[config.mk]
export PLATFORM = sky130hd
export DESIGN_NAME = cvf_kernel
export DESIGN_NICKNAME = d
export VERILOG_FILES = /design/src/sv/cvf_pkg.sv /design/src/sv/cvf_kernel.sv
export SDC_FILE = /design/constraint.sdc
export NUM_CORES = 1
export LEC_CHECK = 0
export BUFFER_PORTS_ARGS = -buffer_cell sky130_fd_sc_hd__buf_2
export CORE_ASPECT_RATIO = 2
export CORE_MARGIN = 2
export CORE_UTILIZATION = 30
export DETAILED_ROUTE_END_ITERATION = 16
export PLACE_DENSITY = 0.54
export SETUP_SLACK_MARGIN = 0.15
export SYNTH_ARGS = -nofsm -noshare
export SYNTH_HDL_FRONTEND = slang
export SYNTH_SLANG_ARGS = --single-unit
[constraint.sdc]
create_clock -name vclk -period 37.1
set_input_delay 9.275 -clock vclk [all_inputs]
set_output_delay 9.275 -clock vclk [all_outputs]
set_load 0.05 [all_outputs]
[src/sv/cvf_pkg.sv]
// Shared constants, pixel and window types for the 3x3 convolution filter.
// No dependencies; every other file of the block but cvf_ram imports this package.
package cvf_pkg;

  localparam int MAX_LINE_PIXELS = 1024;
  localparam int MAX_FRAME_ROWS  = 4096;
  localparam int COL_W           = $clog2(MAX_LINE_PIXELS);
  localparam int ROW_W           = $clog2(MAX_FRAME_ROWS);

  localparam int CH_W   = 8;
  localparam int NUM_CH = 3;
  localparam int WIN    = 3;
  // 9 taps of 8 bits, and 5 x 255 for the sharpen center, both fit here
  localparam int SUM_W  = 12;

  // divide by 9 as multiply by a rounded-up reciprocal; exact for sums < 2296
  localparam int RECIP_SHIFT = 16;
  localparam int RECIP_W     = 13;
  localparam logic [RECIP_W-1:0] RECIP_9 = RECIP_W'((1 << RECIP_SHIFT) / 9 + 1);

  // configuration port
  localparam int FW_W          = 11;
  localparam int FH_W          = 13;
  localparam int CFG_DATA_W    = 13;
  localparam int CFG_IDX_W     = 2;
  localparam int MIN_FRAME_DIM = 3;
  localparam int FW_RESET      = 128;
  localparam int FH_RESET      = 72;

  localparam logic [CFG_IDX_W-1:0] CFG_FRAME_WIDTH  = 2'd0;
  localparam logic [CFG_IDX_W-1:0] CFG_FRAME_HEIGHT = 2'd1;
  localparam logic [CFG_IDX_W-1:0] CFG_FILTER_MODE  = 2'd2;

  localparam logic FUNC_PIXEL   = 1'b0;
  localparam logic FUNC_DRAIN   = 1'b1;
  localparam logic MODE_BLUR    = 1'b0;
  localparam logic MODE_SHARPEN = 1'b1;

  // [2] red, [1] green, [0] blue
  typedef logic [NUM_CH-1:0][CH_W-1:0] pix_t;
  // [row][col]: row 0 oldest line, col 0 leftmost
  typedef pix_t [WIN-1:0][WIN-1:0] window_t;

endpackage

[src/sv/cvf_kernel.sv]
// 3x3 kernel datapath: box blur (floor of sum / 9) or sharpen (5c - 4 nbrs, clamped).
// Depends on cvf_pkg for pixel/window types and the reciprocal constant.
module cvf_kernel (
  input  logic             mode,
  input  cvf_pkg::window_t win,
  output cvf_pkg::pix_t    px
);
  import cvf_pkg::*;

  for (genvar k = 0; k < NUM_CH; k++) begin : g_ch
    logic [SUM_W-1:0]         box_sum;
    logic [SUM_W+RECIP_W-1:0] box_prod;
    logic [CH_W-1:0]          box_val;
    logic [SUM_W-1:0]         ctr5;
    logic [SUM_W-1:0]         nbr_sum;
    logic signed [SUM_W:0]    sharp_raw;
    logic [CH_W-1:0]          sharp_val;

    always_comb begin
      box_sum = '0;
      for (int r = 0; r < WIN; r++) begin
        for (int c = 0; c < WIN; c++) begin
          box_sum = box_sum + SUM_W'(win[r][c][k]);
        end
      end
    end

    assign box_prod = SUM_W'(box_sum) * RECIP_9;
    // quotient is at most 255, so the byte above the shift holds all of it
    assign box_val  = box_prod[RECIP_SHIFT +: CH_W];

    assign ctr5    = SUM_W'({win[1][1][k], 2'b00}) + SUM_W'(win[1][1][k]);
    assign nbr_sum = SUM_W'(win[0][1][k]) + SUM_W'(win[2][1][k])
                   + SUM_W'(win[1][0][k]) + SUM_W'(win[1][2][k]);
    assign sharp_raw = $signed({1'b0, ctr5}) - $signed({1'b0, nbr_sum});

    always_comb begin
      if (sharp_raw[SUM_W]) begin
        sharp_val = '0;
      end else if (|sharp_raw[SUM_W-1:CH_W]) begin
        sharp_val = '1;
      end else begin
        sharp_val = sharp_raw[CH_W-1:0];
      end
    end

    assign px[k] = (mode == MODE_SHARPEN) ? sharp_val : box_val;
  end
endmodule

* After elaboration in Yosys (flattened, before gate mapping) *
Cells that the tools add are included.

storage, ports and cells
  bits in registers = 0
  input port bits = 217
  output and inout bits = 24
  logic and storage cells = 54

cells by class
  add/sub/neg operators = 39
  multiply operators = 3
  muxes and demuxes = 9
  reduce and logical (&&, ||, !) cells = 3

operators with widths
  cell                                                 number
  adder 12 x 8 -> 12 bit                               12
  adder 10 x 8 -> 11 bit                               9
  two-way mux 8 bit                                    9
  multiplier 12 x 12 -> 23 bit, second input constant  3
  adder 9 x 8 -> 10 bit                                6
  adder 8 x 8 -> 9 bit                                 6
  adder 11 x 8 -> 12 bit                               3
  subtractor 11 x 11 -> 12 bit                         3
  OR reduction 4 bit                                   3

* Depth between registers and ports, before layout *
Gate-level depths: netlist of the first run.

  depth after elaboration = 10
  depth in mapped cells = 35
  depth with buffers taken out = 35

* Worst setup path after synthesis of the first run *
No wires, ideal clock.

  path kind = input-to-output
  from = in win[154] (netlist bit)
  to = out px[11] (netlist bit)
  arrival = 17.562 ns
  slack = 10.263 ns
  cell stages on the path = 27
  path buffers = 0
  path through = fa_1 > fa_1 > fa_1 > fa_1 > ha_1 > fa_1 > a21o_1 > a21oi_1 > o21bai_1 > a21oi_1 > o21ai_0 > xor2_1 > xor2_1 > ha_1 > ha_1 > inv_1 > fa_1 > inv_1 > fa_1 > ha_1 > ha_1 > nor3_2 > o211ai_1 > o211a_1 > a41o_1 > o21a_1 > o32ai_1

RTL lines
  element      RTL line         source
  from (decl)  cvf_kernel.sv:5  input cvf_pkg::window_t win,
  to (decl)    cvf_kernel.sv:6  output cvf_pkg::pix_t px

==> results by group, run 1 <==
Status
  – Outcome: finished, final reports clean

Layout
  – Nets: 2634
  – Fillers: 5142
  – Most frequent cells in the layout: inv_1 (510), fa_1 (324), ha_1 (285)
  – Num sequential: 0
  – Area added between synthesis and finish: 13.5%
  – Clock buf count: 0
  – Commonest non-fill, non-tap cell in the layout: inv_1
  – Layout cells sized above 1: 0.148
  – Storage cell area: 0 sq um

STA
  – Slew @ Worst Pin: ~1 ns
  – Period utilisation layout: 0.736
  – Setup violators final: 0
  – Fmax: 36.6 MHz
  – Final hold violations: 0
  – Relative slew slack: 0.330
  – Setup TNS Final: 0 ns
  – WHS: 19.37 ns
  – Final Critical Period: 27.32 ns
  – Max-slew violations: 0
  – RSZ-0062 raised after global routing: false

Place
  – Gpl congestion: 0.856
  – Post-DP HPWL: approximately 37 mm
  – I/O Buffers: 241

Critical path
  – Critical path capture point type: primary output
  – Max FO, Critical Path: 6
  – CP max stage cell: fa_1
  – Arr. time, crit path: roughly 18 ns
  – Setup Crit Path Kind: in2out
  – Most common cell on crit path: fa_1
  – Worst setup startpoint: win[154]
  – Critical path required time: 27.83 ns
  – Crit-path max cell delay: 0.58 ns
  – Critical path endpoint: px[15]
  – CP Launch Type: primary input

Logic synthesis
  – Share of the synthesized area in the top cell type: 0.432
  – Synth Warn #: 0
  – Seq/Total Area, Yosys: 0
  – Mapped Area: between 15000 and 20000 sq um
  – Mapped Cells: 1566
  – Cell taking the most area after synthesis: fa_1
  – Syn Nets: about 2400
  – Avg Cell Area, Syn: 9.58 sq um
  – Cell variety after synth: 61
  – Synth top area cells: fa_1 (43%), ha_1 (24%), inv_1 (13%)

Worst hold path
  – Hold Crit Class: in2out

Route
  – Top Layer Used: met5
  – Met3 wire length: 1.17 mm
  – Via Count: about 11000
  – Drc violations: 0
  – Initial drt markers: 267
  – WL final: between 30 and 40 mm
  – Met1 Wirelength: 12.8 mm
  – Routed Antenna Nets: 0
  – DR pass1 iterations: 5
  – Met2 WL post-DR: 23.4 mm
  – Via density: 4.49
  – Routed len/inst: about 16 um

Die
  – Die ar.: 51900 sq um
  – Core area: 49800 sq um
  – Rows: between 100 and 150
  – IO Pins: 241
  – Die Span X: 162 um
  – Starting Density: 0.301
  – Die Ht: 320 um

Clock tree
  – Hold Buf Count CTS: 0
  – Post CTS Setup Buffer Count: 0
  – Cts repair resizes: 0

GRT
  – First-pass GRT wire length: 63.0 mm
  – Initial antenna violation count: 4
  – All-Layer GR Usage: 0.152
  – Vias in the first global route: approximately 13000
  – Largest net degree at the start of global routing: 28
  – Global route total overflow: 0

Job
  – Maxcap violations: 0
## cell usage after synthesis (all sizes together), types with 4 or more instances
cell type,number
a211oi,10
a21o,35
a21oi,52
a31oi,4
and2,5
fa,324
ha,285
inv,510
nand2,28
nand2b,4
nand3,8
nand4,4
nor2,53
nor2b,7
nor3,8
o211ai,4
o21a,10
o21ai,29
o21bai,10
o22ai,22
or3,4
xnor2,61
xor2,41
## kinds of logic (layout without fill, tap and decap cells)
family                   Yosys count  in the layout  synth area share
multiplexers                       1              1          0.000667
AO/OA/AOI/OAI                    204            204            0.0955
AND/OR/NAND/NOR                  135            135            0.0428
other                              0              3                 0
XOR/XNOR                         102            102            0.0615
adder cells (fa/ha/maj)          611            611             0.671
buffers and inverters            513            753             0.128
## how the worst min path moves through the flow
stage             from      to  depth (start not counted)
2_1_floorplan  win[96]   px[0]                          3
3_3_place_gp   win[96]   px[1]                          5
3_5_place_dp   win[96]   px[0]                          5
4_1_cts        win[96]   px[0]                          5
5_1_grt           mode  px[12]                          4
6_report       win[96]   px[0]                          5
## routing by layer
metal / vias to the layer above / track usage
met2: 248 / 0.332
met5: - / 0
met1: 5425 / 0.147
met4: 2 / 0.0399
met3: 50 / 0.00853
li1: 5304 / -
## through the flow
step | cells | util | setup WS, ns | area [sq um]
global placement | 2455 | 0.342 | 9.76 | 17000
global route | 2457 | 0.342 | 9.41 | 17000
finish | 2458 | 0.342 | 9.78 | 17000
floorplan | 1566 | - | 10.26 | 15000
detailed placement | 2455 | 0.342 | 9.71 | 17000
CTS | 2455 | 0.342 | 9.70 | 17000
## cell type report
class | instances | area, sq um | area share
repair buffers | 243 | 1220 | 0.0717
well taps | 649 | 812 | 0.0477
multi-input cells | 1053 | 13100 | 0.768
diodes | 3 | 7.51 | 0.000441
inverters | 510 | 1910 | 0.112
## critical path: cells and delay by family
kind                       cells  cell delay (ns)
adders and majority gates     12             4.87
AOI/OAI and AO/OA             11             2.28
xor gates and xnor gates       3             0.85
buffers and inverters          4             0.54
and+or+nand+nor                1             0.21
Power of run 1 is not shown: default switching activity piles up to over one toggle a cycle in this logic, so the estimate is an artifact.
==> inputs of run 2 (changes only) <==
ABC_AREA = 1   (was unset)
PLACE_DENSITY = 0.55   (was 0.54)
clock period = 25 ns   (was 37.1 ns; I/O delays follow)
==> run 2 against run 1 <==
Highest routed layer is now met4. Cell count grew 32%. Count of clock-buffer cells in the layout unchanged. Non-clock buffer count is 2 lower. Area after synthesis rose by 15%. Synthesized cell count grew 43%. Via count up 32%. Sequential share of layout area is the same. Setup slack worse by 4.9 ns. Final area is 14% higher. Hold slack worse by 6.2 ns. Global-route usage is 1.3 points higher. Utilization decreased by 0.15 points.
==> results by group, run 2 <==
Status
  – Outcome: finished, final reports clean

GRT
  – Global route total overflow: 0 (unchanged)
  – All-Layer GR Usage: 0.165 (+0.0126)
  – Largest net degree at the start of global routing: 23 (-18%)
  – First-pass GRT wire length: 78.9 mm (+25%)
  – Initial antenna violation count: 1 (-3)
  – Vias in the first global route: 16400 (+29%)

Logic synthesis
  – Seq/Total Area, Yosys: 0 (unchanged)
  – Cell variety after synth: 38 (-38%)
  – Synth Warn #: 0 (unchanged)
  – Share of the synthesized area in the top cell type: 0.375 (-0.0577)
  – Top-count cell post-synth: inv_1
  – Synth top area cells: fa_1 (37%), ha_1 (21%), inv_1 (15%)
  – Avg Cell Area, Syn: 7.72 sq um (-19%)
  – Mapped Area: 17300 sq um (+15%)
  – Syn Nets: 3068 (+28%)
  – Mapped Cells: 2242 (+43%)
  – Commonest cells in the netlist: inv_1 (681), nand2_1 (446), fa_1 (324)
  – Cell taking the most area after synthesis: fa_1

Die
  – Rows: 124 (+6.9%)
  – Starting Density: 0.303 (+0.00189)
  – Core area: 57100 sq um (+15%)
  – Die Ht: 344 um (+7.3%)
  – Die ar.: 59800 sq um (+15%)
  – Die Span X: 174 um (+7.2%)
  – IO Pins: 241 (unchanged)

STA
  – Final Critical Period: approximately 20 ns
  – Slew @ Worst Pin: 0.882 ns (-0.117 ns)
  – Fmax: 49.6 MHz
  – Final worst slack: 4.85 ns (-4.93 ns)
  – Max-slew violations: 0 (unchanged)
  – Relative slew slack: 0.411 (+0.0816)
  – RSZ-0062 raised after global routing: false
  – Period utilisation layout: 0.806
  – Setup violators final: 0 (unchanged)
  – Setup TNS Final: 0 ns (unchanged)
  – Final hold violations: 0 (unchanged)

Critical path
  – Most common cell on crit path: fa_1
  – Critical path capture point type: primary output
  – Setup Crit Path Kind: in2out
  – CP max stage cell: fa_1
  – Arr. time, crit path: 13.90 ns (-4.15 ns)
  – CP Launch Type: primary input
  – Critical path required time: 18.75 ns (-9.08 ns)
  – Crit-path max cell delay: 0.56 ns (-0.02 ns)
  – Max FO, Critical Path: 5 (-1)

Place
  – I/O Buffers: 241 (unchanged)
  – Gpl congestion: 0.943 (+10%)
  – Pre-CTS setup slack: 4.80 ns (-4.91 ns)
  – Post-DP HPWL: 46.6 mm (+25%)

Job
  – Maxcap violations: 0 (unchanged)

Layout
  – Nets: 3307 (+26%)
  – Multi-input logic area: 14700 sq um (+13%)
  – Layout cells sized above 1: 0.113 (-0.0354)
  – Num sequential: 0 (unchanged)
  – Fillers: 6217 (+21%)
  – Clock buf count: 0 (unchanged)
  – Storage cell area: 0 sq um (unchanged)
  – Antenna Cells: 0 (-3)
  – Area added between synthesis and finish: 12.3%
  – Most frequent cells in the layout: inv_1 (681), nand2_1 (446), fa_1 (324)
  – Commonest non-fill, non-tap cell in the layout: inv_1

Clock tree
  – Hold Buf Count CTS: 0 (unchanged)
  – Cts repair resizes: 0 (unchanged)
  – Post CTS Setup Buffer Count: 0 (unchanged)

Route
  – Drc violations: 0 (unchanged)
  – Via Count: 14500 (+32%)
  – Via density: 4.49 (about the same)
  – Initial drt markers: 384 (+44%)
  – Routed Antenna Nets: 0 (unchanged)
  – Routed len/inst: 15.1 um (-4.1%)
  – WL final: 48.7 mm (+26%)
  – DR pass1 iterations: 5 (unchanged)

Worst hold path
  – HP Start: mode
  – Worst hold path depth: 5 (unchanged)
  – Hold Crit Class: in2out
  – Hold Crit Endpoint: px[0]
-- run 2: changes by cell type after synthesis, sizes merged, moves of 22 or more --
cell and change:
xnor2 -36, inv +177, nand3 +115, nor2 +36
o22ai -22, nand2 +427
-- run 2: metrics by stage --
stage / cells / utilization / hold WS (ns) / cell area, sq um
after global placement: 3235 / 0.341 / 13.20 / 19500
after detailed placement: 3235 / 0.341 / 13.19 / 19500
after global routing: 3235 / 0.341 / 13.21 / 19500
after CTS: 3235 / 0.341 / 13.19 / 19500
after floorplan: 2242 / - / 12.86 / 17300
final: 3235 / 0.341 / 13.17 / 19500
-- run 2: logic make-up (layout without fill, tap and decap cells) --
kind of cell | after synthesis | after routing | share of synthesized area
AO/OA/AOI/OAI | 145 | 145 | 0.0485
AND/OR/NAND/NOR | 730 | 730 | 0.181
buffers and inverters | 691 | 928 | 0.150
XOR/XNOR | 67 | 67 | 0.0402
adder cells (fa/ha/maj) | 609 | 609 | 0.580
-- run 2: final cells by class --
type / instances / share of cell area
multi-input combinational: 1551 / 0.757
inverter: 687 / 0.133
timing repair buffer: 241 / 0.0620
tap: 756 / 0.0486
-- run 2: worst max path at each step --
stage / startpoint / end / cells after the start / slack [ns]
after floorplan: win[154] / px[13] / 31 / 5.60
after global placement: win[162] / px[18] / 33 / 4.84
after detailed placement: win[162] / px[18] / 33 / 4.80
after CTS: win[162] / px[18] / 33 / 4.78
after global routing: win[79] / px[4] / 37 / 4.34
final: win[162] / px[19] / 33 / 4.85
-- run 2: metal layers --
metal	global-route usage	routed length, um	up-vias
met3	0.00862	1410	89
met5	0	0	-
met1	0.160	17000	6882
li1	-	-	7171
met4	0.0562	2100	0
met2	0.356	28300	377
-- run 2: critical path: cells and delay by family --
kind            cells  cell delay (ns)
fa+ha+maj          12             5.05
simple gates        7             0.79
buf+inv             8             0.75
compound gates      4             0.67
xor+xnor            2             0.41
Power of run 2 is left out for the same reason.
==> inputs of run 3 (changes only) <==
clock period = 17.4 ns   (was 25 ns; I/O delays follow)
==> run 3 against run 2 <==
Non-clock buffer count stayed put. Sequential cell count unchanged. First-iteration DRC count grew 5.7%. Final area unchanged. Count of clock-buffer cells in the layout stayed put. Critical path depth stayed put. Utilization unchanged. Via count is 0.34% higher.
==> results by group, run 3 (synthesized netlist as in run 2, its figures left out) <==
Status
  – Outcome: finished, final reports clean

Die
  – IO Pins: 241 (unchanged)
  – Core area: 57100 sq um (unchanged)
  – Die ar.: 59800 sq um (unchanged)
  – Die Span X: 174 um (unchanged)
  – Starting Density: 0.303 (unchanged)
  – Die Ht: 344 um (unchanged)
  – Rows: 124 (unchanged)

Layout
  – Num sequential: 0 (unchanged)
  – Clock buf count: 0 (unchanged)
  – Commonest non-fill, non-tap cell in the layout: inv_1
  – Storage cell area: 0 sq um (unchanged)
  – Nets: 3307 (unchanged)
  – Antenna Cells: 0 (unchanged)
  – Most frequent cells in the layout: inv_1 (681), nand2_1 (446), fa_1 (324)
  – Area added between synthesis and finish: 12.3% (unchanged)
  – Layout cells sized above 1: 0.113 (unchanged)

STA
  – Max-slew violations: 0 (unchanged)
  – Final Critical Period: about 16 ns
  – Slew @ Worst Pin: 0.881 ns (-0.000535 ns)
  – RSZ-0062 raised after global routing: false
  – Setup violators final: 0 (unchanged)
  – Period utilisation layout: 0.940
  – Fmax: between 60 and 70 MHz
  – Relative slew slack: 0.412 (about the same)
  – Final hold violations: 0 (unchanged)
  – Setup TNS Final: 0 ns (unchanged)

Place
  – Gpl congestion: 0.946 (+0.30%)
  – I/O Buffers: 241 (unchanged)
  – Post-DP HPWL: 47.0 mm (+0.90%)

Route
  – Routed len/inst: 15.2 um (+0.89%)
  – Via density: 4.50 (+0.34%)
  – DR pass1 iterations: 6 (+1)
  – WL final: 49.2 mm (+0.89%)
  – Routed Antenna Nets: 0 (unchanged)
  – Initial drt markers: 406 (+5.7%)
  – Drc violations: 0 (unchanged)
  – Via Count: 14600 (+0.34%)

Clock tree
  – Cts repair resizes: 0 (unchanged)
  – Hold Buf Count CTS: 0 (unchanged)
  – Post CTS Setup Buffer Count: 0 (unchanged)

Critical path
  – Critical path capture point type: primary output
  – Top Family by Delay on Critical Path: adder cells
  – Setup Crit Path Kind: in2out
  – Critical path required time: 13.05 ns (-5.70 ns)
  – CP max stage cell: fa_1
  – Crit path buf inv count: 8 (unchanged)
  – Most common cell on crit path: fa_1
  – Arr. time, crit path: 12.01 ns (-1.89 ns)
  – Max FO, Critical Path: 4 (-1)
  – Crit-path max cell delay: 0.56 ns (about the same)
  – Worst setup startpoint: win[162]
  – CP Launch Type: primary input

Job
  – Maxcap violations: 0 (unchanged)

GRT
  – Largest net degree at the start of global routing: 23 (unchanged)
  – Initial antenna violation count: 1 (unchanged)
  – All-Layer GR Usage: 0.166 (+0.00154)
  – Vias in the first global route: 16400 (-0.073%)
  – Global route total overflow: 0 (unchanged)
  – First-pass GRT wire length: 79.6 mm (+0.78%)

Worst hold path
  – HP Start: mode
  – Hold Crit Class: in2out
  – Hold Crit Endpoint: px[0]
  – Worst hold path depth: 5 (unchanged)
[run 3: metal layers]
metal	vias up	share of wire	global-route usage	wire, um
met4	0	0.036	0.0473	1750
met5	-	0	0	0
met1	6963	0.35	0.161	17000
li1	7186	-	-	-
met3	81	0.027	0.00873	1340
met2	338	0.59	0.364	29100
[run 3: cell type report]
class / instances / area [sq um]
repair buffers: 241 / 1210
well taps: 756 / 946
fillers: 6144 / 37600
multi-input cells: 1551 / 14700
inverters: 687 / 2580
[run 3: worst max-delay path by stage]
stage	to	cells past startpoint
after floorplan	px[13]	31
after CTS	px[18]	33
final	px[18]	33
after global routing	px[4]	36
after global placement	px[18]	33
after detailed placement	px[18]	33
[run 3: through the flow]
step | util | setup slack, ns | cells | hold slack (ns) | area, sq um
5_1_grt | 0.341 | 0.549 | 3235 | 9.48 | 19500
4_1_cts | 0.341 | 0.962 | 3235 | 9.39 | 19500
6_report | 0.341 | 1.04 | 3235 | 9.43 | 19500
2_1_floorplan | - | 1.80 | 2242 | 9.06 | 17300
3_5_place_dp | 0.341 | 0.974 | 3235 | 9.39 | 19500
3_3_place_gp | 0.341 | 1.05 | 3235 | 9.40 | 19500
Power of run 3 is left out for the same reason.
